===== config.mk =====
export PLATFORM = sky130hd
export DESIGN_NAME = des_block_cipher
export DESIGN_NICKNAME = d
export VERILOG_FILES = /design/src/rtl/des_pkg.sv /design/src/rtl/des_block_cipher.sv
export SDC_FILE = /design/constraint.sdc
export NUM_CORES = 1
export LEC_CHECK = 0
export ABC_AREA = 1
export BUFFER_PORTS_ARGS = -buffer_cell sky130_fd_sc_hd__clkbuf_2
export CORE_MARGIN = 2
export CORE_UTILIZATION = 35
export CTS_CLUSTER_DIAMETER = 200
export CTS_CLUSTER_SIZE = 12
export DETAILED_ROUTE_END_ITERATION = 10
export HOLD_SLACK_MARGIN = 0.06
export PLACE_DENSITY_LB_ADDON = 0.2
export SLEW_MARGIN = 5
export SYNTH_ARGS = -nofsm -noshare
export SYNTH_HDL_FRONTEND = slang
export SYNTH_SLANG_ARGS = --single-unit

===== constraint.sdc =====
create_clock -name clk -period 15.9 [get_ports clk]
set_input_delay 3.18 -clock clk [delete_from_list [all_inputs] [get_ports clk]]
set_output_delay 3.18 -clock clk [all_outputs]
set_load 0.005 [all_outputs]

===== src/rtl/des_pkg.sv =====
// des package: permutation tables, s-boxes, weak key list and round helpers
package des_pkg;

  localparam int ROUNDS  = 16;
  localparam int N_WEAK  = 16;

  localparam logic [63:0] PARITY_MASK = 64'hFEFE_FEFE_FEFE_FEFE;

  localparam logic [6:0] IP_TAB [64] = '{
    7'd58,7'd50,7'd42,7'd34,7'd26,7'd18,7'd10,7'd2,
    7'd60,7'd52,7'd44,7'd36,7'd28,7'd20,7'd12,7'd4,
    7'd62,7'd54,7'd46,7'd38,7'd30,7'd22,7'd14,7'd6,
    7'd64,7'd56,7'd48,7'd40,7'd32,7'd24,7'd16,7'd8,
    7'd57,7'd49,7'd41,7'd33,7'd25,7'd17,7'd9,7'd1,
    7'd59,7'd51,7'd43,7'd35,7'd27,7'd19,7'd11,7'd3,
    7'd61,7'd53,7'd45,7'd37,7'd29,7'd21,7'd13,7'd5,
    7'd63,7'd55,7'd47,7'd39,7'd31,7'd23,7'd15,7'd7};

  localparam logic [6:0] FP_TAB [64] = '{
    7'd40,7'd8,7'd48,7'd16,7'd56,7'd24,7'd64,7'd32,
    7'd39,7'd7,7'd47,7'd15,7'd55,7'd23,7'd63,7'd31,
    7'd38,7'd6,7'd46,7'd14,7'd54,7'd22,7'd62,7'd30,
    7'd37,7'd5,7'd45,7'd13,7'd53,7'd21,7'd61,7'd29,
    7'd36,7'd4,7'd44,7'd12,7'd52,7'd20,7'd60,7'd28,
    7'd35,7'd3,7'd43,7'd11,7'd51,7'd19,7'd59,7'd27,
    7'd34,7'd2,7'd42,7'd10,7'd50,7'd18,7'd58,7'd26,
    7'd33,7'd1,7'd41,7'd9,7'd49,7'd17,7'd57,7'd25};

  localparam logic [5:0] E_TAB [48] = '{
    6'd32,6'd1,6'd2,6'd3,6'd4,6'd5, 6'd4,6'd5,6'd6,6'd7,6'd8,6'd9,
    6'd8,6'd9,6'd10,6'd11,6'd12,6'd13, 6'd12,6'd13,6'd14,6'd15,6'd16,6'd17,
    6'd16,6'd17,6'd18,6'd19,6'd20,6'd21, 6'd20,6'd21,6'd22,6'd23,6'd24,6'd25,
    6'd24,6'd25,6'd26,6'd27,6'd28,6'd29, 6'd28,6'd29,6'd30,6'd31,6'd32,6'd1};

  localparam logic [5:0] P_TAB [32] = '{
    6'd16,6'd7,6'd20,6'd21,6'd29,6'd12,6'd28,6'd17,
    6'd1,6'd15,6'd23,6'd26,6'd5,6'd18,6'd31,6'd10,
    6'd2,6'd8,6'd24,6'd14,6'd32,6'd27,6'd3,6'd9,
    6'd19,6'd13,6'd30,6'd6,6'd22,6'd11,6'd4,6'd25};

  localparam logic [6:0] PC1_TAB [56] = '{
    7'd57,7'd49,7'd41,7'd33,7'd25,7'd17,7'd9,
    7'd1,7'd58,7'd50,7'd42,7'd34,7'd26,7'd18,
    7'd10,7'd2,7'd59,7'd51,7'd43,7'd35,7'd27,
    7'd19,7'd11,7'd3,7'd60,7'd52,7'd44,7'd36,
    7'd63,7'd55,7'd47,7'd39,7'd31,7'd23,7'd15,
    7'd7,7'd62,7'd54,7'd46,7'd38,7'd30,7'd22,
    7'd14,7'd6,7'd61,7'd53,7'd45,7'd37,7'd29,
    7'd21,7'd13,7'd5,7'd28,7'd20,7'd12,7'd4};

  localparam logic [5:0] PC2_TAB [48] = '{
    6'd14,6'd17,6'd11,6'd24,6'd1,6'd5, 6'd3,6'd28,6'd15,6'd6,6'd21,6'd10,
    6'd23,6'd19,6'd12,6'd4,6'd26,6'd8, 6'd16,6'd7,6'd27,6'd20,6'd13,6'd2,
    6'd41,6'd52,6'd31,6'd37,6'd47,6'd55, 6'd30,6'd40,6'd51,6'd45,6'd33,6'd48,
    6'd44,6'd49,6'd39,6'd56,6'd34,6'd53, 6'd46,6'd42,6'd50,6'd36,6'd29,6'd32};

  localparam logic [1:0] SHIFT_TAB [16] = '{
    2'd1,2'd1,2'd2,2'd2,2'd2,2'd2,2'd2,2'd2,2'd1,2'd2,2'd2,2'd2,2'd2,2'd2,2'd2,2'd1};

  localparam logic [3:0] SBOX [8][64] = '{
    '{4'd14,4'd4,4'd13,4'd1,4'd2,4'd15,4'd11,4'd8,4'd3,4'd10,4'd6,4'd12,4'd5,4'd9,4'd0,4'd7,
      4'd0,4'd15,4'd7,4'd4,4'd14,4'd2,4'd13,4'd1,4'd10,4'd6,4'd12,4'd11,4'd9,4'd5,4'd3,4'd8,
      4'd4,4'd1,4'd14,4'd8,4'd13,4'd6,4'd2,4'd11,4'd15,4'd12,4'd9,4'd7,4'd3,4'd10,4'd5,4'd0,
      4'd15,4'd12,4'd8,4'd2,4'd4,4'd9,4'd1,4'd7,4'd5,4'd11,4'd3,4'd14,4'd10,4'd0,4'd6,4'd13},
    '{4'd15,4'd1,4'd8,4'd14,4'd6,4'd11,4'd3,4'd4,4'd9,4'd7,4'd2,4'd13,4'd12,4'd0,4'd5,4'd10,
      4'd3,4'd13,4'd4,4'd7,4'd15,4'd2,4'd8,4'd14,4'd12,4'd0,4'd1,4'd10,4'd6,4'd9,4'd11,4'd5,
      4'd0,4'd14,4'd7,4'd11,4'd10,4'd4,4'd13,4'd1,4'd5,4'd8,4'd12,4'd6,4'd9,4'd3,4'd2,4'd15,
      4'd13,4'd8,4'd10,4'd1,4'd3,4'd15,4'd4,4'd2,4'd11,4'd6,4'd7,4'd12,4'd0,4'd5,4'd14,4'd9},
    '{4'd10,4'd0,4'd9,4'd14,4'd6,4'd3,4'd15,4'd5,4'd1,4'd13,4'd12,4'd7,4'd11,4'd4,4'd2,4'd8,
      4'd13,4'd7,4'd0,4'd9,4'd3,4'd4,4'd6,4'd10,4'd2,4'd8,4'd5,4'd14,4'd12,4'd11,4'd15,4'd1,
      4'd13,4'd6,4'd4,4'd9,4'd8,4'd15,4'd3,4'd0,4'd11,4'd1,4'd2,4'd12,4'd5,4'd10,4'd14,4'd7,
      4'd1,4'd10,4'd13,4'd0,4'd6,4'd9,4'd8,4'd7,4'd4,4'd15,4'd14,4'd3,4'd11,4'd5,4'd2,4'd12},
    '{4'd7,4'd13,4'd14,4'd3,4'd0,4'd6,4'd9,4'd10,4'd1,4'd2,4'd8,4'd5,4'd11,4'd12,4'd4,4'd15,
      4'd13,4'd8,4'd11,4'd5,4'd6,4'd15,4'd0,4'd3,4'd4,4'd7,4'd2,4'd12,4'd1,4'd10,4'd14,4'd9,
      4'd10,4'd6,4'd9,4'd0,4'd12,4'd11,4'd7,4'd13,4'd15,4'd1,4'd3,4'd14,4'd5,4'd2,4'd8,4'd4,
      4'd3,4'd15,4'd0,4'd6,4'd10,4'd1,4'd13,4'd8,4'd9,4'd4,4'd5,4'd11,4'd12,4'd7,4'd2,4'd14},
    '{4'd2,4'd12,4'd4,4'd1,4'd7,4'd10,4'd11,4'd6,4'd8,4'd5,4'd3,4'd15,4'd13,4'd0,4'd14,4'd9,
      4'd14,4'd11,4'd2,4'd12,4'd4,4'd7,4'd13,4'd1,4'd5,4'd0,4'd15,4'd10,4'd3,4'd9,4'd8,4'd6,
      4'd4,4'd2,4'd1,4'd11,4'd10,4'd13,4'd7,4'd8,4'd15,4'd9,4'd12,4'd5,4'd6,4'd3,4'd0,4'd14,
      4'd11,4'd8,4'd12,4'd7,4'd1,4'd14,4'd2,4'd13,4'd6,4'd15,4'd0,4'd9,4'd10,4'd4,4'd5,4'd3},
    '{4'd12,4'd1,4'd10,4'd15,4'd9,4'd2,4'd6,4'd8,4'd0,4'd13,4'd3,4'd4,4'd14,4'd7,4'd5,4'd11,
      4'd10,4'd15,4'd4,4'd2,4'd7,4'd12,4'd9,4'd5,4'd6,4'd1,4'd13,4'd14,4'd0,4'd11,4'd3,4'd8,
      4'd9,4'd14,4'd15,4'd5,4'd2,4'd8,4'd12,4'd3,4'd7,4'd0,4'd4,4'd10,4'd1,4'd13,4'd11,4'd6,
      4'd4,4'd3,4'd2,4'd12,4'd9,4'd5,4'd15,4'd10,4'd11,4'd14,4'd1,4'd7,4'd6,4'd0,4'd8,4'd13},
    '{4'd4,4'd11,4'd2,4'd14,4'd15,4'd0,4'd8,4'd13,4'd3,4'd12,4'd9,4'd7,4'd5,4'd10,4'd6,4'd1,
      4'd13,4'd0,4'd11,4'd7,4'd4,4'd9,4'd1,4'd10,4'd14,4'd3,4'd5,4'd12,4'd2,4'd15,4'd8,4'd6,
      4'd1,4'd4,4'd11,4'd13,4'd12,4'd3,4'd7,4'd14,4'd10,4'd15,4'd6,4'd8,4'd0,4'd5,4'd9,4'd2,
      4'd6,4'd11,4'd13,4'd8,4'd1,4'd4,4'd10,4'd7,4'd9,4'd5,4'd0,4'd15,4'd14,4'd2,4'd3,4'd12},
    '{4'd13,4'd2,4'd8,4'd4,4'd6,4'd15,4'd11,4'd1,4'd10,4'd9,4'd3,4'd14,4'd5,4'd0,4'd12,4'd7,
      4'd1,4'd15,4'd13,4'd8,4'd10,4'd3,4'd7,4'd4,4'd12,4'd5,4'd6,4'd11,4'd0,4'd14,4'd9,4'd2,
      4'd7,4'd11,4'd4,4'd1,4'd9,4'd12,4'd14,4'd2,4'd0,4'd6,4'd10,4'd13,4'd15,4'd3,4'd5,4'd8,
      4'd2,4'd1,4'd14,4'd7,4'd4,4'd10,4'd8,4'd13,4'd15,4'd12,4'd9,4'd0,4'd3,4'd5,4'd6,4'd11}};

  localparam logic [63:0] WEAK_KEY_TAB [N_WEAK] = '{
    64'h0000000000000000, 64'hFEFEFEFEFEFEFEFE,
    64'h1E1E1E1E0E0E0E0E, 64'hE0E0E0E0F0F0F0F0,
    64'h00FE00FE00FE00FE, 64'hFE00FE00FE00FE00,
    64'h1EE01EE00EF00EF0, 64'hE01EE01EF00EF00E,
    64'h00E000E000F000F0, 64'hE000E000F000F000,
    64'h1EFE1EFE0EFE0EFE, 64'hFE1EFE1EFE0EFE0E,
    64'h001E001E000E000E, 64'h1E001E000E000E00,
    64'hE0FEE0FEF0FEF0FE, 64'hFEE0FEE0FEF0FEF0};

  function automatic logic [63:0] ip_perm(input logic [63:0] v);
    logic [63:0] r;
    for (int i = 0; i < 64; i++) r[63-i] = v[6'(64 - int'(IP_TAB[i]))];
    return r;
  endfunction

  function automatic logic [63:0] fp_perm(input logic [63:0] v);
    logic [63:0] r;
    for (int i = 0; i < 64; i++) r[63-i] = v[6'(64 - int'(FP_TAB[i]))];
    return r;
  endfunction

  function automatic logic [55:0] pc1_perm(input logic [63:0] v);
    logic [55:0] r;
    for (int i = 0; i < 56; i++) r[55-i] = v[6'(64 - int'(PC1_TAB[i]))];
    return r;
  endfunction

  function automatic logic [47:0] pc2_perm(input logic [55:0] v);
    logic [47:0] r;
    for (int i = 0; i < 48; i++) r[47-i] = v[6'(56 - int'(PC2_TAB[i]))];
    return r;
  endfunction

  function automatic logic [27:0] rol28(input logic [27:0] v, input logic [1:0] n);
    logic [27:0] r;
    r = (n == 2'd2) ? {v[25:0], v[27:26]} : {v[26:0], v[27]};
    return r;
  endfunction

  function automatic logic [31:0] feistel(input logic [31:0] r, input logic [47:0] k);
    logic [47:0] x;
    logic [5:0]  six;
    logic [31:0] s;
    logic [31:0] p;
    for (int i = 0; i < 48; i++) x[47-i] = r[5'(32 - int'(E_TAB[i]))];
    x = x ^ k;
    for (int b = 0; b < 8; b++) begin
      six = x[47-6*b -: 6];
      s[31-4*b -: 4] = SBOX[b][{six[5], six[0], six[4:1]}];
    end
    for (int i = 0; i < 32; i++) p[31-i] = s[5'(32 - int'(P_TAB[i]))];
    return p;
  endfunction

endpackage


===== src/rtl/des_block_cipher.sv =====
// des_block_cipher: single-des engine, one block per clock unless the output stalls
//
// usage
//   s_axis_* carries one 64-bit block per transaction (first byte in bits 63:56).
//   m_axis_* returns the transformed block in tdata and the weak key flag in tuser.
//   key (index 0) and decrypt_mode (index 1) are written through cfg_we,
//   cfg_index and cfg_data while the engine holds no blocks.
// timing
//   two register stages: an input register and a result register, with the
//   sixteen rounds and the key schedule as logic between them. a block moves
//   from the input register to the result register; one block per cycle is
//   sustained while m_axis_tready stays high.
// reset
//   rst clears both stages and sets key and mode to zero (encrypt).
// stalls
//   while m_axis_tready is low the result holds, the input stage keeps its
//   block once the result stage is full; s_axis_tready drops only when both are full.
module des_block_cipher
  import des_pkg::*;
(
  input  logic        clk,
  input  logic        rst,
  input  logic        s_axis_tvalid,
  output logic        s_axis_tready,
  input  logic [63:0] s_axis_tdata,   // block_in
  output logic        m_axis_tvalid,
  input  logic        m_axis_tready,
  output logic [63:0] m_axis_tdata,   // block_out
  output logic        m_axis_tuser,   // key_is_weak
  input  logic        cfg_we,
  input  logic        cfg_index,
  input  logic [63:0] cfg_data
);

  localparam logic CFG_KEY  = 1'b0;
  localparam logic CFG_MODE = 1'b1;

  logic [63:0] key;
  logic        decrypt_mode;
  logic        in_valid;
  logic [63:0] in_block;
  logic        out_valid;
  logic [63:0] out_block;
  logic        out_weak;
  logic        adv_out;
  logic        take_in;

  logic [47:0] rkey [ROUNDS];
  logic [63:0] result_next;
  logic        weak_next;

  assign adv_out       = in_valid && (!out_valid || m_axis_tready);
  assign s_axis_tready = !in_valid || adv_out;
  assign take_in       = s_axis_tvalid && s_axis_tready;

  always_ff @(posedge clk) begin
    if (rst) begin
      key          <= '0;
      decrypt_mode <= 1'b0;
    end else if (cfg_we) begin
      unique case (cfg_index)
        CFG_KEY:  key          <= cfg_data;
        CFG_MODE: decrypt_mode <= cfg_data[0];
        default:  ;
      endcase
    end
  end

  // key schedule
  always_comb begin
    logic [55:0] cd;
    logic [27:0] c;
    logic [27:0] d;
    cd = pc1_perm(key);
    c  = cd[55:28];
    d  = cd[27:0];
    for (int i = 0; i < ROUNDS; i++) begin
      c = rol28(c, SHIFT_TAB[i]);
      d = rol28(d, SHIFT_TAB[i]);
      rkey[i] = pc2_perm({c, d});
    end
  end

  // feistel network
  always_comb begin
    logic [63:0] b;
    logic [31:0] lh;
    logic [31:0] rh;
    logic [31:0] t;
    logic [47:0] k;
    b  = ip_perm(in_block);
    lh = b[63:32];
    rh = b[31:0];
    for (int i = 0; i < ROUNDS; i++) begin
      k  = decrypt_mode ? rkey[ROUNDS-1-i] : rkey[i];
      t  = lh ^ feistel(rh, k);
      lh = rh;
      rh = t;
    end
    result_next = fp_perm({rh, lh});
  end

  always_comb begin
    weak_next = 1'b0;
    for (int i = 0; i < N_WEAK; i++)
      if ((key & PARITY_MASK) == WEAK_KEY_TAB[i]) weak_next = 1'b1;
  end

  always_ff @(posedge clk) begin
    if (rst) begin
      in_valid  <= 1'b0;
      out_valid <= 1'b0;
    end else begin
      if (take_in)
        in_valid <= 1'b1;
      else if (adv_out)
        in_valid <= 1'b0;
      if (adv_out)
        out_valid <= 1'b1;
      else if (m_axis_tready)
        out_valid <= 1'b0;
    end
  end

  always_ff @(posedge clk) begin
    if (take_in) in_block <= s_axis_tdata;
    if (adv_out) begin
      out_block <= result_next;
      out_weak  <= weak_next;
    end
  end

  assign m_axis_tvalid = out_valid;
  assign m_axis_tdata  = out_block;
  assign m_axis_tuser  = out_weak;

`ifndef SYNTH
  a_adv_fills_out: assert property (@(posedge clk) disable iff (rst)
    adv_out |=> out_valid)
    else $error("result stage not loaded");
  a_stall_holds: assert property (@(posedge clk) disable iff (rst)
    (out_valid && !m_axis_tready && !adv_out) |=> (out_valid && $stable(out_block)))
    else $error("stalled result changed");
  a_ready_rule: assert property (@(posedge clk) disable iff (rst)
    s_axis_tready == (!in_valid || !out_valid || m_axis_tready))
    else $error("input ready wrong");
`endif

endmodule


# Yosys cells after proc, flatten, opt, wreduce, memory -nomap -nowiden
# Memories as Yosys holds them, arrays and structs flattened.
# Index checks and enable logic that the tools add are counted.
[word_totals] out_inout_bits=67 inputBits=134 romBits=15360 word_cells=385 latch_bits=0 ram_bits=0 n_memories=60 regBits=131
[mem_list] memory="(no name shown)" words=64 word_bits=4 rd=1 rd_ports_with_merged_regs=0 wr=0 line="des_pkg.sv:143" text="s[31-4*b -: 4] = SBOX[b][{six[5], six[0], six[4:1]}];"
[mem_list] memory="(no name shown)" words=64 word_bits=4 rd=1 rd_ports_with_merged_regs=0 wr=0 line="des_pkg.sv:143"
[mem_list] memory="(no name shown)" words=64 word_bits=4 rd=1 rd_ports_with_merged_regs=0 wr=0 line="des_pkg.sv:143"
[mem_list] memory="(no name shown)" words=64 word_bits=4 rd=1 rd_ports_with_merged_regs=0 wr=0 line="des_pkg.sv:143"
[mem_list] memory="(no name shown)" words=64 word_bits=4 rd=1 rd_ports_with_merged_regs=0 wr=0 line="des_pkg.sv:143"
[mem_list] memory="(no name shown)" words=64 word_bits=4 rd=1 rd_ports_with_merged_regs=0 wr=0 line="des_pkg.sv:143"
[mem_list] memory="+54 memories"
[classes] order_cmp=60 n_reduce_logical=12 n_bitwise=91 multipliers=0 div_mod_pow=0 n_eq_ne=15 shifts=0 n_addsub=0 n_mux=140
[ops] cell="$eq A56 B56 Y1 const B" count=8
[ops] cell="$ge A7 B7 Y1 const B" count=60
[ops] cell="$not A6 Y7" count=60
[ops] cell="$xor A24 B24 Y24" count=15
[ops] cell="$mux W4" count=78
[ops] cell="$xor A32 B32 Y32" count=8
[ops] cell="$mux W24" count=10
[ops] cell="$eq A56 B53 Y1 const B" count=4
[ops] cell="$eq A56 B49 Y1 const B" count=2
[ops] cell="$xor A16 B16 Y16" count=7
[ops] cell="$mux W23" count=4
[ops] cell="$mux W3" count=28
[ops] cell="$logic_not A64 Y1" count=1
[ops] cell="$eq A56 B46 Y1 const B" count=1
[ops] cell="$mux W2" count=14
[ops] cell="$mux W22" count=1
[ops] cell="$reduce_or A15 Y1" count=1
[ops] cell="$mux W1" count=5
[ops] cell="$reduce_and A2 Y1" count=2
[ops] cell="$reduce_bool A2 Y1" count=2
[ops] cell="$logic_and A1 B1 Y1" count=2
[ops] cell="$logic_not A1 Y1" count=2
[ops] cell="$logic_or A1 B1 Y1" count=2
[ops] cell="$not A1 Y1" count=1

# Logic depth before layout (Yosys ltp)
[logic_depth] ltp_word=91 mapped_depth=103 ltp_nobuf=103

# Worst setup path before layout
# OpenSTA, ideal clock, no wires.
[synth_timing] kind="flip-flop to flip-flop" startpoint="register decrypt_mode" endpoint="register out_block[39] (netlist: m_axis_tdata[39]) (data pin)" n_path_buf=1 stages_incl_launch_ff=92 synth_period_minus_slack_ns=11.636 setup_ns=0.254 required_time_ns=15.646 arrival_time_ns=11.382 setup_slack_ns=4.264 cell_sequence="dfxtp_1 buf_4 nand3_1 nand2_1 nand4_1 nand3_1 nand2_1 ha_1 or2_2 nand2_2 nand2_2 nand2_2 xor2_1 nand2_2 nand2_4 xor2_2 nand2b_1 nand3_1 [56 not listed] inv_1 nand3_1 nand3_1 nand2_1 nand2_1 nand2_1 nand2_1 nand2_1 nand2_1 nand2_1 ha_1 nor2_1 a21oi_1 xnor2_1 xor2_1 xor2_1 xor2_1 inv_1"
[synth_between] elab_chain_cells=91 elab_cells_between_ends=265 cone_classes="mux (125); bitwise (85); memory (55)"
[synth_lines] item="from (decl)" line="des_block_cipher.sv:39" text="logic decrypt_mode;"
[synth_lines] item="from (signal assigned)" line="des_block_cipher.sv:63" text="CFG_MODE: decrypt_mode <= cfg_data[0];"
[synth_lines] item="$mux W22" line="des_block_cipher.sv:95" text="k = decrypt_mode ? rkey[ROUNDS-1-i] : rkey[i];"
[synth_lines] item="$xor A24 B24 Y24" line="des_pkg.sv:140" text="x = x ^ k;"
[synth_lines] item="$not A6 Y7 (not written as such)" line="des_pkg.sv:143"
[synth_lines] item="$mem_v2 Z64 W4"
[synth_lines] item="$mux W4 (not written as such) (2 in a row)" line="des_pkg.sv:143"
[synth_lines] item="$xor A32 B32 Y32" line="des_block_cipher.sv:96" text="t = lh ^ feistel(rh, k);"
[synth_lines] item="$xor A24 B24 Y24" line="des_pkg.sv:140"
[synth_lines] item="$not A6 Y7 (not written as such)" line="des_pkg.sv:143"
[synth_lines] item="[73 not listed]"
[synth_lines] item="$mux W4 (not written as such) / $mux W3 (equally long branches) (2 in a row)" line="des_pkg.sv:143"
[synth_lines] item="$xor A16 B16 Y16" line="des_block_cipher.sv:96"
[synth_lines] item="$xor A24 B24 Y24" line="des_pkg.sv:140"
[synth_lines] item="$not A6 Y7 (not written as such)" line="des_pkg.sv:143"
[synth_lines] item="$mem_v2 Z64 W4"
[synth_lines] item="$mux W4 (not written as such) (2 in a row)" line="des_pkg.sv:143"
[synth_lines] item="$xor A32 B32 Y32 *" line="des_block_cipher.sv:96"
[synth_lines] item="named net result_next[39]" line="des_block_cipher.sv:49" text="logic [63:0] result_next;"
[synth_lines] item="to (signal assigned)" line="des_block_cipher.sv:128" text="out_block <= result_next;"
[synth_lines] item="to (decl)" line="des_block_cipher.sv:43" text="logic [63:0] out_block;"
# Mark *: on every way through the listed nets, which the timed path passes. The rest lies on a longest branch. The select of a mux whose other input is x is not followed.
# A chain may end at the register's enable or synchronous reset.

# Final worst setup path
# Same ends and word-level chain as after synthesis.

==> flow_summary.yaml <==
logic_synthesis:
  ys_seq_area_share_pct: 16.72
  synth_edf_count: 25
  netlist_area_sq_um: 11550
  async_flop_share_pct: 0
  syn_avg_cell_area_sq_um: 6.380
  yosys.area.top_type_share_pct: 14.23
  yosysWarnings: 0
  synth_most_common_cell: "nand2_1"
  synth.top_cells.by_count: "nand2_1, nand3_1, inv_1, nor2_1, ha_1"
  yosys-top-cells-area: "nand2_1, dfxtp_1, nand3_1, ha_1, inv_1"
  synth_seq_cells: 84
  yosys.area.top_type: "nand2_1"
  synth.distinct_cells: 61
  syn_inst: 1811
  ys.flop_type: "dfxtp_1"
floorplanning:
  initial_utilization_pct: 35.51
  core_area_sq_um: 32540
  die_y_um: 185.7
  rows: 66
  io_pins: 201
  die_w_um: 185.7
  design.die.area_sq_um: 34480
setup_path:
  cpPeakStageDelay_ns: 0.74
  worstPathArrival_ns: 14.61
  critPathSlowestCell: "dfxtp_1"
  crit_path_end_kind: "flip-flop"
  r2r_setup_slack_ns: 1.40
  worstSetupPathType: "reg2reg"
  cp_max_fo: 15
  rr_endpoint: "m_axis_tdata[39]$_DFFE_PP_"
  reg2reg_from: "decrypt_mode$_SDFFE_PP0P_"
  crit_top_cell: "nand2_1"
  r2r_cells: 94
  crit_required_ns: 16.01
  crit_family: "simple AND/OR/NAND/NOR gates"
  cp_num_buf_inv: 8
  setup.worst_path.start_class: "flip-flop"
sta:
  post-route-period-util_pct: 91.18
  postLayoutSetupSlackWorst_ns: 1.402
  finalMaxSlewViolations: 0
  holdWs_ns: 0.4776
  max_freq_mhz: 68.97
  worst_pin_slew_ns: 1.016
  hold_violations: 0
  layout_min_cycle_time_ns: 14.50
  rsz0062_at_grt: "false"
  tns_ns: 0
  skew_ns: 0.01077
  slew_headroom_pct: 32.26
  setup-violations-final: 0
clock_tree:
  post_cts_resized: 0
  post-cts-setup-buffers: 0
  clkSinkCount: 84
  path_clk_slew_ns: 0.07
  clk-insertion-delay-late_ns: 0.36
  htreeDepth: 3
  holdBufCountCts: 0
  cts_buffer_depth: 2
  cts_tree: "done"
  cts_inserted_buffers: 9
  cts_root_buf: "clkbuf_16"
final_layout:
  final_nets: 2100
  multi_input_area_sq_um: 8295
  syn2layout_area_growth_pct: 9.227
  fillers: 3514
  drive_gt1_share_pct: 16.12
  n_antenna_cell: 0
  seq_area_sq_um: 1932
global_routing:
  grt_max_degree: 91
  track_usage_pct: 22.25
  grt_pass1_wl_um: 58970
  grt_overflow: 0
  antenna_found_initial: 0
  first_global_vias: 10990
placed_design:
  gp_congestion: 0.9225
  numPortBuffers: 89
  preCtsSetupSlack_ns: 1.575
  hpwl_um: 30340
route:
  drc: 0
  dr.pass1.iters: 5
  drt_iter0_markers: 765
  wl_per_cell_um: 16.29
  drt_wl_total_um: 38130
  ant_nets: 0
  vias: 11890
  via_per_inst: 5.081
outcome:
  outcome: "finished clean"
min_path:
  hold_class: "reg2reg"
  hold_end: "key[36]$_SDFFE_PP0P_"
  min-delay-start: "key[36]$_SDFFE_PP0P_"
  whs_path_depth: 2
run:
  max-cap-violations: 0
## state kept, by name, summed over array words and instances, names as in the netlist
name,count
key,56
m_axis_tuser,1
decrypt_mode,1
m_axis_tdata,16
in_block,8
in_valid,1
m_axis_tvalid,1
## cell type report
cell class,instances,share of cell area [%]
Timing Repair Buffer,119,5.314
Clock inverter,7,0.8130
Tap cell,442,4.382
Inverter,224,6.663
Sequential cell,84,15.31
Clock buffer,9,1.785
Multi-Input combinational cell,1455,65.73
## worst reg2reg max path: cells and delay by family, from the launching register on
family          cells  cell delay, ns
mux                 2            0.52
compound gates      4            0.58
fa+ha+maj           6            1.41
buf+inv             8            0.95
xor+xnor           15            3.58
simple gates       59            6.47
flops               1            0.74
## how the worst max path moves through the flow
stage                              startpoint                         end  cells after the start
floorplan           decrypt_mode$_SDFFE_PP0P_  m_axis_tdata[39]$_DFFE_PP_                     91
global route        decrypt_mode$_SDFFE_PP0P_  m_axis_tdata[39]$_DFFE_PP_                     94
finish              decrypt_mode$_SDFFE_PP0P_  m_axis_tdata[39]$_DFFE_PP_                     94
detailed placement  decrypt_mode$_SDFFE_PP0P_  m_axis_tdata[39]$_DFFE_PP_                     93
CTS                 decrypt_mode$_SDFFE_PP0P_  m_axis_tdata[39]$_DFFE_PP_                     93
global placement    decrypt_mode$_SDFFE_PP0P_  m_axis_tdata[39]$_DFFE_PP_                     94
## kinds of logic (layout without fill, tap and decap cells)
| group | count (synthesis) | in the layout | share of synthesized area (%) |
|---|---|---|---|
| flip-flops | 84 | 84 | 16.72 |
| multiplexers | 4 | 4 | 0.3682 |
| other | 1 | 48 | 0.03246 |
| AND/OR/NAND/NOR | 1034 | 1034 | 43.13 |
| adder cells (fa/ha/maj) | 73 | 73 | 7.906 |
| buffers and inverters | 319 | 359 | 13.04 |
| AO/OA/AOI/OAI | 203 | 203 | 10.44 |
| XOR/XNOR | 93 | 93 | 8.360 |
## stage by stage
step	cells	utilization (%)	cell area, sq um
after floorplan	1858	-	11730
after global placement	2324	37.78	12290
after detailed placement	2324	37.78	12290
after CTS	2340	38.79	12620
after global routing	2340	38.79	12620
final	2340	38.79	12620
## routing by layer
layer / share of wire, % / GRT usage (%) / up-vias
met3: 6.6 / 4.324 / 83
met5: 0 / 0 / -
met4: 4.8 / 10.55 / 0
met1: 44 / 28.09 / 5402
met2: 45 / 36.36 / 374
li1: - / - / 6030
## cell usage in the layout, fill, tap and decap left out, types with 3 or more instances in the layout
cell       count
o22ai_1        5
nand3b_1      13
inv_6          3
dfxtp_1       59
clkbuf_16      9
conb_1        48
xor2_2         8
nand3_4        3
ha_1          73
or2_4          3
o211ai_1      13
edfxtp_1      25
a211oi_1      38
xnor2_1       18
inv_2         22
nor3_1        22
o21ai_0       60
xor2_1        61
nor2_1       156
nand4_1       34
nand2_4       13
nand2_2       56
buf_4         30
inv_1        201
xor2_4         3
nand2_1      438
nor2_2         6
and3_1         4
a31oi_1        4
nand3_1      205
a21oi_1       51
o21ai_1       17
clkbuf_2      89
nor4_1        26
nand3_2       38
or2_2         11
Power is left out: the tool's default activity adds up to more than one toggle a clock period on the data nets, which glitch-free logic cannot reach.
